File: src/sv/sfv_pkg.sv
package sfv_pkg;

    localparam int unsigned CharWidth   = 8;
    localparam int unsigned LenWidth    = 4;
    localparam int unsigned ReasonWidth = 3;
    localparam int unsigned OutWidth    = 8;

    localparam logic [LenWidth-1:0] BaseMax = LenWidth'(8);
    localparam logic [LenWidth-1:0] ExtMax  = LenWidth'(3);

    localparam logic [CharWidth-1:0] ChNul = 8'h00;
    localparam logic [CharWidth-1:0] ChDot = 8'h2E;

    typedef enum logic [2:0] {
        PH_START = 3'd0,
        PH_DOT1  = 3'd1,
        PH_DOT2  = 3'd2,
        PH_BASE  = 3'd3,
        PH_EXT   = 3'd4,
        PH_FAIL  = 3'd5
    } t_phase;

    typedef enum logic [ReasonWidth-1:0] {
        RSN_OK        = 3'd0,
        RSN_BAD_FIRST = 3'd1,
        RSN_FORBIDDEN = 3'd2,
        RSN_BASE_LONG = 3'd3,
        RSN_EXT_LONG  = 3'd4,
        RSN_SECOND_DOT = 3'd5,
        RSN_BAD_DOT   = 3'd6
    } t_reason;

    typedef struct packed {
        logic is_nul;
        logic is_dot;
        logic is_alnum;
        logic is_forbidden;
    } t_char_class;

    typedef struct packed {
        logic    name_ok;
        t_reason reason;
    } t_verdict;

    function automatic logic f_is_forbidden(input logic [CharWidth-1:0] c);
        logic r;
        unique case (c)
            8'h2A, 8'h3F, 8'h3C, 8'h3E, 8'h7C, 8'h22, 8'h2B,
            8'h3D, 8'h2C, 8'h3B, 8'h5B, 8'h5D, 8'h20, 8'hE5: r = 1'b1;
            default: r = 1'b0;
        endcase
        return r;
    endfunction

endpackage

File: src/sv/short_filename_validator.sv
// Checks a file name against the FAT 8.3 short name rules.
// The slave channel takes the name one character per item, ended by a zero
// character. Every character is checked, but only the zero character
// produces an item on the master channel, carrying the verdict and the
// first reason for rejection; the name state then clears for the next name.
// An accepted character lands in an input register; from there the check
// logic updates the name state and, for a terminator, loads the result
// register, which then shows the result on the master channel, unless the
// terminator waits behind an earlier result.
// Throughput is one character per cycle while no terminator stalls, set by
// the update of the phase and length registers. A waiting result does not
// block further characters; only a second terminator stalls while the
// result register is still full and the receiver holds tready low.
// Reset is synchronous and active low; it clears the input register, the
// result register and the name state, so the block starts at a new name.
module short_filename_validator import sfv_pkg::*; (
    input  logic                 i_clk,
    input  logic                 i_rst_n,
    input  logic                 i_s_tvalid,
    output logic                 o_s_tready,
    input  logic [CharWidth-1:0] i_s_tdata,   // [7:0] ch
    output logic                 o_m_tvalid,
    input  logic                 i_m_tready,
    output logic [OutWidth-1:0]  o_m_tdata    // [0] name_ok, [3:1] reject_reason, [7:4] zero
);

    logic                 r_in_valid;
    logic [CharWidth-1:0] r_in_ch;
    logic                 r_out_valid;
    t_verdict             r_out;
    t_char_class          ch_class;
    t_verdict             verdict;
    logic                 advance;

    assign advance    = r_in_valid && (!ch_class.is_nul || !r_out_valid || i_m_tready);
    assign o_s_tready = !r_in_valid || advance;

    always_ff @(posedge i_clk) begin
        if (!i_rst_n) begin
            r_in_valid <= 1'b0;
        end else if (o_s_tready) begin
            r_in_valid <= i_s_tvalid;
        end
    end

    always_ff @(posedge i_clk) begin
        if (o_s_tready && i_s_tvalid) begin
            r_in_ch <= i_s_tdata;
        end
    end

    sfv_char_class u_class (
        .i_ch    (r_in_ch),
        .o_class (ch_class)
    );

    sfv_step u_step (
        .i_clk     (i_clk),
        .i_rst_n   (i_rst_n),
        .i_en      (advance),
        .i_class   (ch_class),
        .o_verdict (verdict)
    );

    always_ff @(posedge i_clk) begin
        if (!i_rst_n) begin
            r_out_valid <= 1'b0;
        end else if (advance && ch_class.is_nul) begin
            r_out_valid <= 1'b1;
        end else if (i_m_tready) begin
            r_out_valid <= 1'b0;
        end
    end

    always_ff @(posedge i_clk) begin
        if (advance && ch_class.is_nul) begin
            r_out <= verdict;
        end
    end

    assign o_m_tvalid = r_out_valid;
    assign o_m_tdata  = {{(OutWidth - 1 - ReasonWidth){1'b0}}, r_out.reason, r_out.name_ok};

    a_ok_matches_reason: assert property (@(posedge i_clk) disable iff (!i_rst_n)
        r_out_valid |-> (r_out.name_ok == (r_out.reason == RSN_OK)))
        else $error("name_ok disagrees with reject_reason");

    a_reason_range: assert property (@(posedge i_clk) disable iff (!i_rst_n)
        r_out_valid |-> (r_out.reason != 3'd7))
        else $error("reject_reason out of range");

    a_term_stalls: assert property (@(posedge i_clk) disable iff (!i_rst_n)
        (r_in_valid && ch_class.is_nul && r_out_valid && !i_m_tready) |-> !o_s_tready)
        else $error("terminator advanced over a waiting result");

    a_result_from_term: assert property (@(posedge i_clk) disable iff (!i_rst_n)
        (r_out_valid && !$past(r_out_valid) && $past(i_rst_n)) |->
            $past(r_in_valid && ch_class.is_nul))
        else $error("result appeared without a terminator");

endmodule

File: src/sv/sfv_char_class.sv
module sfv_char_class import sfv_pkg::*; (
    input  logic [CharWidth-1:0] i_ch,
    output t_char_class          o_class
);

    always_comb begin
        o_class.is_nul       = (i_ch == ChNul);
        o_class.is_dot       = (i_ch == ChDot);
        o_class.is_alnum     = ((i_ch >= 8'h30) && (i_ch <= 8'h39)) ||
                               ((i_ch >= 8'h41) && (i_ch <= 8'h5A)) ||
                               ((i_ch >= 8'h61) && (i_ch <= 8'h7A));
        o_class.is_forbidden = f_is_forbidden(i_ch);
    end

endmodule

File: src/sv/sfv_step.sv
module sfv_step import sfv_pkg::*; (
    input  logic        i_clk,
    input  logic        i_rst_n,
    input  logic        i_en,
    input  t_char_class i_class,
    output t_verdict    o_verdict
);

    t_phase                r_phase, n_phase;
    logic [LenWidth-1:0]   r_len, n_len;
    t_reason               r_reason, n_reason;
    t_reason               final_reason;

    always_ff @(posedge i_clk) begin
        if (!i_rst_n) begin
            r_phase  <= PH_START;
            r_len    <= '0;
            r_reason <= RSN_OK;
        end else if (i_en) begin
            r_phase  <= n_phase;
            r_len    <= n_len;
            r_reason <= n_reason;
        end
    end

    always_comb begin
        final_reason = r_reason;
        if (r_phase == PH_START) begin
            final_reason = RSN_BAD_FIRST;
        end else if (r_phase == PH_FAIL && r_reason == RSN_OK) begin
            final_reason = RSN_FORBIDDEN;
        end
        o_verdict.name_ok = (final_reason == RSN_OK);
        o_verdict.reason  = final_reason;
    end

    always_comb begin
        n_phase  = r_phase;
        n_len    = r_len;
        n_reason = r_reason;
        if (i_class.is_nul) begin
            n_phase  = PH_START;
            n_len    = '0;
            n_reason = RSN_OK;
        end else begin
            unique case (r_phase)
                PH_START: begin
                    if (i_class.is_dot) begin
                        n_phase = PH_DOT1;
                    end else if (!i_class.is_alnum) begin
                        n_phase  = PH_FAIL;
                        n_reason = RSN_BAD_FIRST;
                    end else begin
                        n_phase = PH_BASE;
                        n_len   = LenWidth'(1);
                    end
                end
                PH_DOT1: begin
                    if (i_class.is_dot) begin
                        n_phase = PH_DOT2;
                    end else begin
                        n_phase  = PH_FAIL;
                        n_reason = RSN_BAD_DOT;
                    end
                end
                PH_DOT2: begin
                    n_phase  = PH_FAIL;
                    n_reason = RSN_BAD_DOT;
                end
                PH_BASE: begin
                    if (i_class.is_forbidden) begin
                        n_phase  = PH_FAIL;
                        n_reason = RSN_FORBIDDEN;
                    end else if (i_class.is_dot) begin
                        n_phase = PH_EXT;
                        n_len   = '0;
                    end else if (r_len >= BaseMax) begin
                        n_phase  = PH_FAIL;
                        n_reason = RSN_BASE_LONG;
                    end else begin
                        n_len = r_len + LenWidth'(1);
                    end
                end
                PH_EXT: begin
                    if (i_class.is_forbidden) begin
                        n_phase  = PH_FAIL;
                        n_reason = RSN_FORBIDDEN;
                    end else if (i_class.is_dot) begin
                        n_phase  = PH_FAIL;
                        n_reason = RSN_SECOND_DOT;
                    end else if (r_len >= ExtMax) begin
                        n_phase  = PH_FAIL;
                        n_reason = RSN_EXT_LONG;
                    end else begin
                        n_len = r_len + LenWidth'(1);
                    end
                end
                default: begin
                    n_phase = PH_FAIL;
                end
            endcase
        end
    end

endmodule

File: config.mk
export PLATFORM = sky130hd
export DESIGN_NAME = short_filename_validator
export DESIGN_NICKNAME = d
export VERILOG_FILES = /design/src/sv/sfv_pkg.sv /design/src/sv/short_filename_validator.sv /design/src/sv/sfv_char_class.sv /design/src/sv/sfv_step.sv
export SDC_FILE = /design/constraint.sdc
export NUM_CORES = 1
export LEC_CHECK = 0
export ABC_CLOCK_PERIOD_IN_PS = 2800
export BUFFER_PORTS_ARGS = -buffer_cell sky130_fd_sc_hd__buf_2
export CAP_MARGIN = 15
export CORE_ASPECT_RATIO = 0.9
export CORE_MARGIN = 3
export CORE_UTILIZATION = 35
export CTS_BUF_LIST = sky130_fd_sc_hd__clkbuf_4 sky130_fd_sc_hd__clkbuf_8 sky130_fd_sc_hd__clkbuf_16
export DETAILED_ROUTE_END_ITERATION = 16
export GPL_ROUTABILITY_DRIVEN = 0
export PLACE_DENSITY = 0.55
export SLEW_MARGIN = 5
export SYNTH_ARGS = -nofsm -noshare
export SYNTH_HDL_FRONTEND = slang
export SYNTH_SLANG_ARGS = --single-unit
File: constraint.sdc
create_clock -name i_clk -period 2.8 [get_ports i_clk]
set_clock_uncertainty 0.1 [all_clocks]
set_input_delay 0.56 -clock i_clk [delete_from_list [all_inputs] [get_ports i_clk]]
set_output_delay 0.56 -clock i_clk [all_outputs]
set_load 0.005 [all_outputs]
After elaboration in Yosys (flattened, before gate mapping):

Index checks and enable logic that the tools add are counted.

* flip-flop bits (word level): 24
* input port bits: 12
* output and inout port bits: 10
* logic and storage cells: 113

* add/sub/neg operators: 1
* magnitude comparators: 8
* equality and inequality tests: 33
* multiplexer cells: 37
* reductions and logical operators: 26

Operators by type and width (count)
* $eq A8 B6 Y1 const B: 11
* $mux W3: 22
* $mux W4: 9
* $eq A8 B7 Y1 const B: 3
* $ne A3 B3 Y1 const B: 7
* $ge A8 B7 Y1 const B: 2
* $le A8 B7 Y1 const B: 2
* $pmux W3 S5: 1
* $reduce_or A14 Y1: 1
* $pmux W3 S4: 1
* $pmux W4 S3: 1
* $ne A5 B4 Y1 const B: 2
* $logic_not A3 Y1: 3
* $reduce_and A9 Y1: 1
* $eq A8 B8 Y1 const B: 1
* $ge A8 B6 Y1 const B: 1
* $le A8 B6 Y1 const B: 1
* $logic_not A8 Y1: 1
* $ne A4 B4 Y1 const B: 2
* $reduce_and A8 Y1: 1
* $logic_and A1 B1 Y1: 7
* $eq A3 B2 Y1 const B: 2
* $eq A3 B3 Y1 const B: 2
* $reduce_bool A6 Y1: 1
* 12 further kinds: 20

Longest topological paths before layout:

Gate-level depths: netlist (run 1).

* depth after elaboration: 8
* mapped depth: 9
* mapped depth without buffers: 7

By module:

Synthesis (run 1) repeated with hierarchy kept, for this count alone.

* cell total of the unflattened synthesis: 176
* area, all modules: 1570.3 um2

Modules (own cells, without submodules)
* sfv_step: times used 1, cells an instance 113, area an instance 859.6 um2, sequential area each 200.2 um2
* short_filename_validator: times used 1, cells an instance 29, area an instance 511.7 um2, sequential area each 400.4 um2
* sfv_char_class: times used 1, cells an instance 34, area an instance 198.9 um2, sequential area each 0.0 um2

Least setup slack after synthesis (run 1):

No wires, ideal clock.

* kind: register to register
* start point: reg r_in_ch[0]
* end point: reg u_step.r_len[1]
* arrival time: 2.120 ns
* path slack: 0.463 ns
* stages on the path, launching flop included: 9
* buffers on the path: 3
* clock period less this slack: 2.337 ns
* path through: edfxtp_1 > buf_2 > or4_1 > buf_2 > or2_1 > and2_1 > clkbuf_1 > a22o_2 > a22o_1

* cells in the longest elaborated chain, start to end: 6
* elaborated cells on any way between the ends: 46
* classes of those cells: 6 x order compare; 22 x eq/ne; 5 x mux; 13 x reduce/logical

RTL lines
* start: declaration: RTL line short_filename_validator.sv:28 `logic [CharWidth-1:0] r_in_ch;`
* start signal: assignment: RTL line short_filename_validator.sv:48 `r_in_ch <= i_s_tdata;`
* $ge A8 B6 Y1 (tied with other cells): RTL line sfv_char_class.sv:9 `o_class.is_alnum = ((i_ch >= 8'h30) && (i_ch <= 8'h39)) ||`
* $logic_and A1 B1 Y1 (tied with other cells): RTL line sfv_char_class.sv:9
* $logic_or A1 B1 Y1, on equally long branches: RTL line sfv_char_class.sv:9, short_filename_validator.sv:35
* $logic_or A1 B1 Y1, on equally long branches: RTL line sfv_char_class.sv:10, short_filename_validator.sv:35
* $ne A3 B2 Y1 (no source line) or $logic_and A1 B1 Y1 (tied branches)
* $reduce_and A9 Y1 (no source line)
* end signal: assignment: RTL line sfv_step.sv:21 `r_len <= n_len;`
* end: declaration: RTL line sfv_step.sv:10 `logic [LenWidth-1:0] r_len, n_len;`

Parallel ways exist; a longest one is shown, timed or not. The select of a mux whose other input is x is not followed.
A chain may end at the register's enable or synchronous reset.

Worst setup path after layout (run 1):

* start point: reg r_in_ch[4]
* end point: out o_s_tready

* cells in the longest elaborated chain, start to end: 6

RTL lines
* $logic_not A8 Y1: RTL line sfv_char_class.sv:7 `o_class.is_nul = (i_ch == ChNul);`
* $logic_not A1 Y1: RTL line short_filename_validator.sv:35 `assign advance = r_in_valid && (!ch_class.is_nul || !r_out_valid || i_m_tready);`
* $logic_or A1 B1 Y1 (2 in series): RTL line short_filename_validator.sv:35
* $logic_and A1 B1 Y1: RTL line short_filename_validator.sv:35
* $logic_or A1 B1 Y1: RTL line short_filename_validator.sv:36 `assign o_s_tready = !r_in_valid || advance;`
* end: declaration: RTL line short_filename_validator.sv:20 `output logic o_s_tready,`

No other way between the ends.

==> results.ini, run 1 <==
[clock_tree]
cts_tree=done
cts.sinks=24
cts_buffers=3
worstSkewPairLatency_ns=0.28
clk_pin_slew_ns=0.10
cts_buffer_depth=2
clock_tree.root_cell=clkbuf_8
cts_max_level=1
holdBufCountCts=0

[drt]
routed_wl_um=3740
route.detailed.drc=0
vias_per_cell=5.56
ant_nets=0
wl_per_cell_um=14.8
num_vias=1402
first_iter_violations=130
dr.pass1.iters=4

[layout]
area_growth_pct=11.6
diodes=0
nets=207
multi_input_area_um2=876
register_area_um2=601
final_cell_area_um2=1770
drive_gt1_share_pct=18.8
nFillCells=426
post-route-util_pct=42.0

[setup_path]
cp-end-kind=output port
worstSetupPathType=register to output port
crit_required_ns=2.14
cp_max_fo=8
arrival_ns=2.02
startpoint_type=register
reg2reg_slack_ns=0.16

[yosys]
synth_top_area_cell=edfxtp_1
ys_ff_latch=24
synth_most_common_cell=nand2_1
netlist_area_um2=1580
yosys-top-cells-count=20 x nand2_1, 12 x dfxtp_1, 12 x edfxtp_1, 11 x nor2_1
synth_edf_count=12
yosysTopAreaCellShare_pct=22.7
ys_top_cells_by_area=edfxtp_1 23%, dfxtp_1 15%, nand2_1 4.7%, mux2i_1 4.4%, nor2_1 2.6%
ys_seq_area_share_pct=37.9
synth_warnings=0
async_flop_share_pct=0
syn_avg_cell_area_um2=8.85
netlist_instances=179
synth_flop_cell=edfxtp_1
synth_cell_types=57

[timing]
holdWs_ns=0.348
tightest_slew_ns=0.810
relSlewSlack_pct=45.7
setup_tns_ns=0
finalMaxSlewViolations=0
rsz0062_at_grt=no
min_period_over_period_pct=95.8
min_period_ns=2.68
setup_violations=0
timing.fmax_mhz=373
hold_viol_final=0
setup_ws_ns=0.116

[run]
cap_violations=0

[global_route]
top_usage_layer=met1
overflow=0
antenna_found_initial=0
grt_use_met2_pct=20.7
grt_pass1_wl_um=6290
grt_start_max_net_pins=16
grt_pass1_vias=1286
grtUsageMet1_pct=21.6
grt_usage_pct=14.7
use_met3_pct=3.51

[power_and_ir_drop]
seqPwrFrac_pct=47.2
internal_power_w=0.000650
p_sw_share_pct=26.6
p_clk_share_pct=35.2
vdd_ir_drop_max_mv=0.276
power.leakage_nw=0.687
p_per_area_nw_per_um2=500
power_frac_comb_pct=17.6
switchingPower_w=0.000235

[placed_design]
dp_hpwl_um=2860
place_ws_ns=0.221
numPortBuffers=17
placed_cell_area_um2=1690

[floorplan]
initial_core_util_pct=37.6
die_y_um=69.8
die_w_um=76.9
die_area_um2=5370
ioPinCount=22
num_rows=22
coreArea_um2=4210

[status]
status=completed

[worst_hold_path]
min_path_type=input port to register

## path summary, 6_finish.rpt
path	from	to	cells past startpoint
worst max-delay path	r_in_ch[4]	o_s_tready	4
worst min-delay path	i_s_tdata[0]	r_in_ch[0]	1
worst max register to register	r_in_ch[2]	u_step.r_reason[0]	6
worst min register to register	u_step.r_reason[1]	u_step.r_reason[1]	2
## registers in the layout, summed over array words and instances (netlist names)
signal	count
r_in_ch	8
o_m_tvalid	1
u_step.r_reason	3
o_m_tdata	4
u_step.r_phase	3
r_in_valid	1
u_step.r_len	4
## cell families (layout without fill, tap and decap cells)
logic type | Yosys count | after routing | share of synthesized area, %
AOI/OAI and AO/OA | 49 | 49 | 22.6
DFF | 24 | 24 | 37.9
buffers and inverters | 22 | 32 | 7.66
and+or+nand+nor | 73 | 73 | 25.0
xor gates and xnor gates | 1 | 1 | 0.553
muxes | 7 | 7 | 4.42
other | 1 | 4 | 0.237
adders and majority gates | 2 | 2 | 1.58
## layout make-up
| cell class | count | area share (%) |
|---|---|---|
| clock inverter | 1 | 1.70 |
| inverter | 6 | 1.27 |
| sequential | 24 | 34.0 |
| multi-input combinational | 136 | 49.5 |
| clock buffer | 3 | 2.34 |
| tap | 60 | 4.25 |
| timing repair buffer | 22 | 6.94 |
## layout by cell type, fill, tap and decap left out, types with 2 or more instances in the layout
cell,instances
nor3_1,7
buf_2,17
nand3_1,8
a21o_2,2
conb_1,4
nor2b_1,2
or4_1,4
clkbuf_8,3
inv_1,6
nor2_1,10
o21ai_0,6
nand4_1,2
edfxtp_1,12
nand2b_1,2
and3b_1,3
a31oi_1,4
a21boi_0,2
a21oi_1,8
dfxtp_1,12
a21o_1,4
o211ai_1,2
o31ai_1,2
buf_4,5
and2_1,2
mux2i_1,7
ha_1,2
nor4bb_1,2
nor4_1,2
o22ai_1,2
nand2_1,20
## layer usage
metal | routed length [um] | vias to the layer above
met5 | 0 | -
met4 | 80 | 0
met3 | 315 | 7
met2 | 1640 | 48
met1 | 1700 | 660
li1 | - | 687
## repair_timing
item	4_1_cts	5_1_grt
endpoints found under the setup margin	1	0
resized for setup	1	0
buffers inserted	0	0
## per-stage QoR
step	cells	total power [W]
after floorplan	182	0.000545
after global placement	248	0.000575
after detailed placement	248	0.000580
after CTS	252	0.000892
after global routing	252	0.000935
final	252	0.000885
## worst max-delay path, stage by stage (launching register included)
cell and delay, ns:
edfxtp_1 0.49, or4_1 0.66, nor2_2 0.32, nand3_1 0.14, buf_2 0.14
## power groups by stage
stage / Combinational (W) / Sequential (W) / Clock (W)
2_1_floorplan: 0.000135 / 0.000410 / 0
3_3_place_gp: 0.000151 / 0.000424 / 0
3_5_place_dp: 0.000155 / 0.000425 / 0
4_1_cts: 0.000156 / 0.000417 / 0.000320
5_1_grt: 0.000175 / 0.000423 / 0.000337
6_report: 0.000156 / 0.000417 / 0.000311
Note: power is estimated with default switching activity, not from simulation.
==> inputs of run 2 (changes only) <==
--- a/config.mk
+++ b/config.mk
@@ -5,8 +5,8 @@
 export SDC_FILE = /design/constraint.sdc
 export NUM_CORES = 1
 export LEC_CHECK = 0
-export ABC_CLOCK_PERIOD_IN_PS = 2800
-export BUFFER_PORTS_ARGS = -buffer_cell sky130_fd_sc_hd__buf_2
+export ABC_CLOCK_PERIOD_IN_PS = 2700
+export BUFFER_PORTS_ARGS = -buffer_cell sky130_fd_sc_hd__buf_4
 export CAP_MARGIN = 15
 export CORE_ASPECT_RATIO = 0.9
 export CORE_MARGIN = 3
==> constraint.sdc (replaced) <==
create_clock -name i_clk -period 2.7 [get_ports i_clk]
set_clock_uncertainty 0.1 [all_clocks]
set_input_delay 0.54 -clock i_clk [delete_from_list [all_inputs] [get_ports i_clk]]
set_output_delay 0.54 -clock i_clk [all_outputs]
set_load 0.005 [all_outputs]
==> run 2 against run 1 <==
  * Hold slack got worse by 0.0061 ns
  * Cell area grew 4.3%
  * Non-clock buffer count is 6 higher
  * Utilization rose by 1.8 points
  * Combinational power increased by 13%
  * Clock power is 20% lower
  * Global-route usage hardly changed
  * Cell count is 2.4% higher
  * Critical path depth is the same
  * Sequential share of layout area decreased by 1.4 points
==> results.ini, run 2 (synthesis results as in run 1) <==
[run]
cap_violations=0  ; unchanged

[drt]
dr.pass1.iters=4  ; unchanged
ant_nets=0  ; unchanged
route.detailed.drc=0  ; unchanged
vias_per_cell=5.59  ; was 5.56
num_vias=1443  ; was 1402
first_iter_violations=125  ; was 130
routed_wl_um=3860  ; was 3740 um
wl_per_cell_um=15.0  ; was 14.8 um

[setup_path]
reg2reg_depth=6  ; unchanged
startpoint_type=register  ; unchanged
worstReg2RegStart=r_in_ch[3]  ; was r_in_ch[2]
worstSetupPathType=register to output port  ; unchanged
cp-end-kind=output port  ; unchanged
arrival_ns=2.00  ; was 2.02 ns
rr_endpoint=u_step.r_len[2]  ; was u_step.r_reason[0]
cp_max_fo=7  ; was 8
crit_required_ns=2.06  ; was 2.14 ns
reg2reg_slack_ns=0.12  ; was 0.16 ns

[floorplan]
num_rows=22  ; unchanged
initial_core_util_pct=37.6  ; unchanged
die_w_um=76.9  ; unchanged
coreArea_um2=4210  ; unchanged
die_y_um=69.8  ; unchanged
die_area_um2=5370  ; unchanged
ioPinCount=22  ; unchanged

[clock_tree]
cts_tree=done  ; unchanged
cts_max_level=1  ; unchanged
clock_tree.root_cell=clkbuf_8  ; unchanged
cts_buffers=3  ; unchanged
cts_buffer_depth=2  ; unchanged
holdBufCountCts=0  ; unchanged
clk_pin_slew_ns=0.09  ; was 0.10 ns
worstSkewPairLatency_ns=0.27  ; was 0.28 ns
cts.sinks=24  ; unchanged

[timing]
min_period_ns=2.64
hold_viol_final=0  ; unchanged
finalMaxSlewViolations=0  ; unchanged
timing.fmax_mhz=379
relSlewSlack_pct=41.9  ; was 45.7%
rsz0062_at_grt=no  ; unchanged
setup_tns_ns=0  ; unchanged
min_period_over_period_pct=97.6
holdWs_ns=0.342  ; was 0.348 ns
tightest_slew_ns=0.867  ; was 0.810 ns
setup_violations=0  ; unchanged

[layout]
final_cell_mix=28 x buf_4, 20 x nand2_1, 12 x edfxtp_1, 12 x dfxtp_1, 10 x nor2_1  ; was 20 x nand2_1, 17 x buf_2, 12 x edfxtp_1, 12 x dfxtp_1, 10 x nor2_1
final_common_cell=buf_4  ; was nand2_1
multi_input_area_um2=881  ; was 876 um^2
register_area_um2=601  ; unchanged
nFillCells=429  ; was 426
diodes=0  ; unchanged
area_growth_pct=16.4  ; was 11.6%
nets=213  ; was 207
top_register=r_in_ch  ; unchanged
largest_reg_flops=8  ; unchanged
drive_gt1_share_pct=21.2  ; was 18.8%

[global_route]
overflow=0  ; unchanged
grt_pass1_wl_um=6420  ; was 6290 um
grt_pass1_vias=1325  ; was 1286
antenna_found_initial=0  ; unchanged
grt_start_max_net_pins=16  ; unchanged
grt_usage_pct=14.7  ; about the same

[power_and_ir_drop]
power.leakage_nw=0.724  ; was 0.687 nW
p_per_area_nw_per_um2=465  ; was 500 nW/um^2
vdd_ir_drop_max_mv=0.184  ; was 0.276 mV

[worst_hold_path]
min-delay-start=i_s_tdata[1]  ; was i_s_tdata[0]
min_path_type=input port to register  ; unchanged
holdPathEnd=r_in_ch[1]  ; was r_in_ch[0]
whs_path_depth=1  ; unchanged

[placed_design]
numPortBuffers=17  ; unchanged
dp_hpwl_um=2950  ; was 2860 um

[status]
status=completed  ; unchanged

run 2: worst max-delay path by stage:
stage | start | to | slack [ns] | cells past startpoint
global placement | r_in_ch[1] | u_step.r_len[2] | 0.23 | 6
finish | r_in_ch[4] | o_s_tready | 0.06 | 4
CTS | r_in_ch[4] | o_s_tready | 0.05 | 4
global route | r_in_ch[4] | o_s_tready | 0.003 | 4
detailed placement | r_in_ch[1] | u_step.r_len[2] | 0.17 | 6
floorplan | r_in_ch[0] | u_step.r_len[1] | 0.36 | 8
run 2: worst max-delay path, cell delays in order (launching register included):
cell      delay, ns
edfxtp_1       0.51
or4_1          0.70
nor2_4         0.24
nand3_1        0.12
buf_4          0.16
run 2: per-layer routing:
metal  GRT usage (%)  wire length, um
met4            3.02               28
met5               0                0
met3            2.86              177
met1            21.1             1870
met2            22.7             1780
run 2: per-stage QoR:
step | worst slack (ns) | instance area [um^2] | util [%] | instances | total power (W)
final | 0.0639 | 1840 | 43.8 | 258 | 0.000857
after global routing | 0.00338 | 1840 | 43.8 | 258 | 0.000901
after CTS | 0.0541 | 1830 | 43.5 | 257 | 0.000861
after detailed placement | 0.165 | 1770 | 42.1 | 253 | 0.000612
after global placement | 0.228 | 1770 | 42.1 | 253 | 0.000606
after floorplan | 0.363 | 1600 | - | 182 | 0.000565
run 2: power breakdown:
part / internal, W / total, W / switching [W] / leakage [nW]
logic: 0.0000804 / 0.000177 / 0.0000963 / 0.482
clock network: 0.000130 / 0.000248 / 0.000117 / 0.0288
registers: 0.000405 / 0.000433 / 0.0000283 / 0.213
total: 0.000615 / 0.000857 / 0.000242 / 0.724
run 2: repair_timing:
item / in CTS / in global routing
setup endpoints to repair: 1 / 2
setup buffers: 0 / 1
hold endpoints to repair: 0 / 0
gates resized for setup: 1 / 1
run 2: cell type report:
| type | instances | area share [%] |
|---|---|---|
| Multi-Input combinational cell | 136 | 47.8 |
| Inverter | 6 | 1.22 |
| Clock buffer | 4 | 2.99 |
| Timing Repair Buffer | 28 | 11.4 |
| Sequential cell | 24 | 32.6 |
| Tap cell | 60 | 4.07 |
==> inputs of run 3 (changes only) <==
--- a/config.mk
+++ b/config.mk
@@ -10,11 +10,10 @@
 export CAP_MARGIN = 15
 export CORE_ASPECT_RATIO = 0.9
 export CORE_MARGIN = 3
-export CORE_UTILIZATION = 35
-export CTS_BUF_LIST = sky130_fd_sc_hd__clkbuf_4 sky130_fd_sc_hd__clkbuf_8 sky130_fd_sc_hd__clkbuf_16
+export CORE_UTILIZATION = 57
 export DETAILED_ROUTE_END_ITERATION = 16
 export GPL_ROUTABILITY_DRIVEN = 0
-export PLACE_DENSITY = 0.55
+export PLACE_DENSITY = 0.81
 export SLEW_MARGIN = 5
 export SYNTH_ARGS = -nofsm -noshare
 export SYNTH_HDL_FRONTEND = slang
==> run 3 against run 2 <==
  * Critical path depth unchanged
  * Cell count down 13%
  * Sequential share of layout area up 0.77 points
  * Register-to-register slack about the same
  * Hold slack worse by 0.059 ns
  * Critical path type unchanged
  * Critical endpoint unchanged
  * Largest cell class unchanged
  * Largest power group unchanged
==> results.ini, run 3 (synthesis results as in run 1) <==
[status]
status=completed  ; unchanged

[timing]
tightest_slew_ns=0.794  ; was 0.867 ns
hold_viol_final=0  ; unchanged
min_period_ns=2.59  ; was 2.64 ns
timing.fmax_mhz=386  ; was 379 MHz
finalMaxSlewViolations=0  ; unchanged
setup_violations=0  ; unchanged
setup_tns_ns=0  ; unchanged
rsz0062_at_grt=no  ; unchanged
relSlewSlack_pct=46.8  ; was 41.9%
setup_ws_ns=0.108  ; was 0.0639 ns
min_period_over_period_pct=96.0  ; was 97.6%

[worst_hold_path]
min_path_type=input port to register  ; unchanged

[clock_tree]
cts_buffer_depth=2  ; unchanged
clk_pin_slew_ns=0.13  ; was 0.09 ns
clock_tree.root_cell=clkbuf_4  ; was clkbuf_8
cts_max_level=1  ; unchanged
cts.sinks=24  ; unchanged
worstSkewPairLatency_ns=0.32  ; was 0.27 ns
cts_buffers=3  ; unchanged
cts_tree=done  ; unchanged

[power_and_ir_drop]
p_per_area_nw_per_um2=482  ; was 465 nW/um^2
power.leakage_nw=0.721  ; was 0.724 nW
vdd_ir_drop_max_mv=0.324  ; was 0.184 mV

[global_route]
grt_usage_pct=22.1  ; was 14.7%
antenna_found_initial=0  ; unchanged
grt_pass1_wl_um=5990  ; was 6420 um
grt_pass1_vias=1316  ; was 1325
grt_start_max_net_pins=16  ; unchanged
overflow=0  ; unchanged

[setup_path]
worstSetupPathType=register to output port  ; unchanged
crit_required_ns=2.06  ; about the same
startpoint_type=register  ; unchanged
cp-end-kind=output port  ; unchanged
arrival_ns=1.95  ; was 2.00 ns
cp_max_fo=8  ; was 7

[floorplan]
num_rows=17  ; was 22
die_area_um2=3450  ; was 5370 um^2
initial_core_util_pct=62.1  ; was 37.6%
die_y_um=56.0  ; was 69.8 um
die_w_um=61.6  ; was 76.9 um
coreArea_um2=2550  ; was 4210 um^2
ioPinCount=22  ; unchanged

[layout]
area_growth_pct=13.7  ; was 16.4%
largest_reg_flops=8  ; unchanged
diodes=0  ; unchanged
post-route-util_pct=70.6  ; was 43.8%
final_cell_mix=27 x buf_4, 20 x nand2_1, 12 x edfxtp_1, 12 x dfxtp_1, 10 x nor2_1  ; was 28 x buf_4, 20 x nand2_1, 12 x edfxtp_1, 12 x dfxtp_1, 10 x nor2_1
fin_cells=225  ; was 258
nets=212  ; was 213
top_register=r_in_ch  ; unchanged
final_cell_area_um2=1800  ; was 1840 um^2
final_common_cell=buf_4  ; unchanged
drive_gt1_share_pct=21.8  ; was 21.2%

[placed_design]
dp_hpwl_um=2670  ; was 2950 um
dp_cells=215  ; was 253
numPortBuffers=17  ; unchanged
place_ws_ns=0.114  ; was 0.165 ns
placed_cell_area_um2=1690  ; was 1770 um^2

[drt]
route.detailed.drc=0  ; unchanged
top_layer=met4  ; unchanged
ant_nets=0  ; unchanged
num_vias=1481  ; was 1443
dr.pass1.iters=4  ; unchanged
wl_met1_um=1550  ; was 1870 um
route.met2.wl_um=1660  ; was 1780 um
wl_met3_um=309  ; was 177 um
first_iter_violations=104  ; was 125
wl_per_cell_um=15.9  ; was 15.0 um
routed_wl_um=3570  ; was 3860 um
vias_per_cell=6.58  ; was 5.59

[run]
cap_violations=0  ; unchanged

-- run 3: changes by cell type in the layout (fill, tap and decap cells not counted) --
cell	previous run	this run
clkbuf_8	4	0
or4_4	0	2
buf_4	28	27
or4_1	4	2
clkbuf_4	0	3
bufinv_16	0	1
-- run 3: metal layers --
metal  track usage [%]  up-vias
li1                  -      699
met5                 0        -
met3              5.34       11
met4              3.03        0
met1              32.4      681
met2              33.3       90
-- run 3: path summary, 6_finish.rpt --
| kind | depth (start not counted) | start | end | slack [ns] |
|---|---|---|---|---|
| worst min-delay path | 1 | i_s_tdata[2] | r_in_ch[2] | 0.28 |
| worst min register to register | 2 | u_step.r_reason[1] | u_step.r_reason[1] | 0.38 |
| worst max-delay path | 4 | r_in_ch[4] | o_s_tready | 0.11 |
| worst max register to register | 6 | r_in_ch[3] | u_step.r_len[2] | 0.12 |
-- run 3: through the flow --
stage               total power [W]  hold slack [ns]
floorplan                  0.000565            0.341
global placement           0.000594            0.358
detailed placement         0.000602            0.366
CTS                        0.000854            0.284
global route               0.000905            0.273
finish                     0.000869            0.283
-- run 3: repair_timing --
action | CTS | global route
gates resized for setup | 2 | 2
setup buffers | 0 | 6
endpoints found under the setup margin | 1 | 4
hold buffers | 0 | 0
-- run 3: report_power, final --
part	leakage (nW)	internal, W	switching [W]
sequential	0.213	0.000405	0.0000318
combinational	0.480	0.0000820	0.0000913
clock	0.0279	0.000150	0.000109
-- run 3: area by class of cell --
cell class	count	area, um^2
repair buffers	27	203
flip-flops and latches	24	601
multi-input cells	136	888
inverters	6	22.5
clock buffers	3	22.5
fillers	179	751
well taps	28	35.0
clock inverters	1	30.0
-- run 3: worst max-delay path, cell delays in order, from the launching register on --
cell and delay [ns]:
edfxtp_1 0.52, or4_4 0.61, nor2_4 0.22, nand3_1 0.12, buf_4 0.16
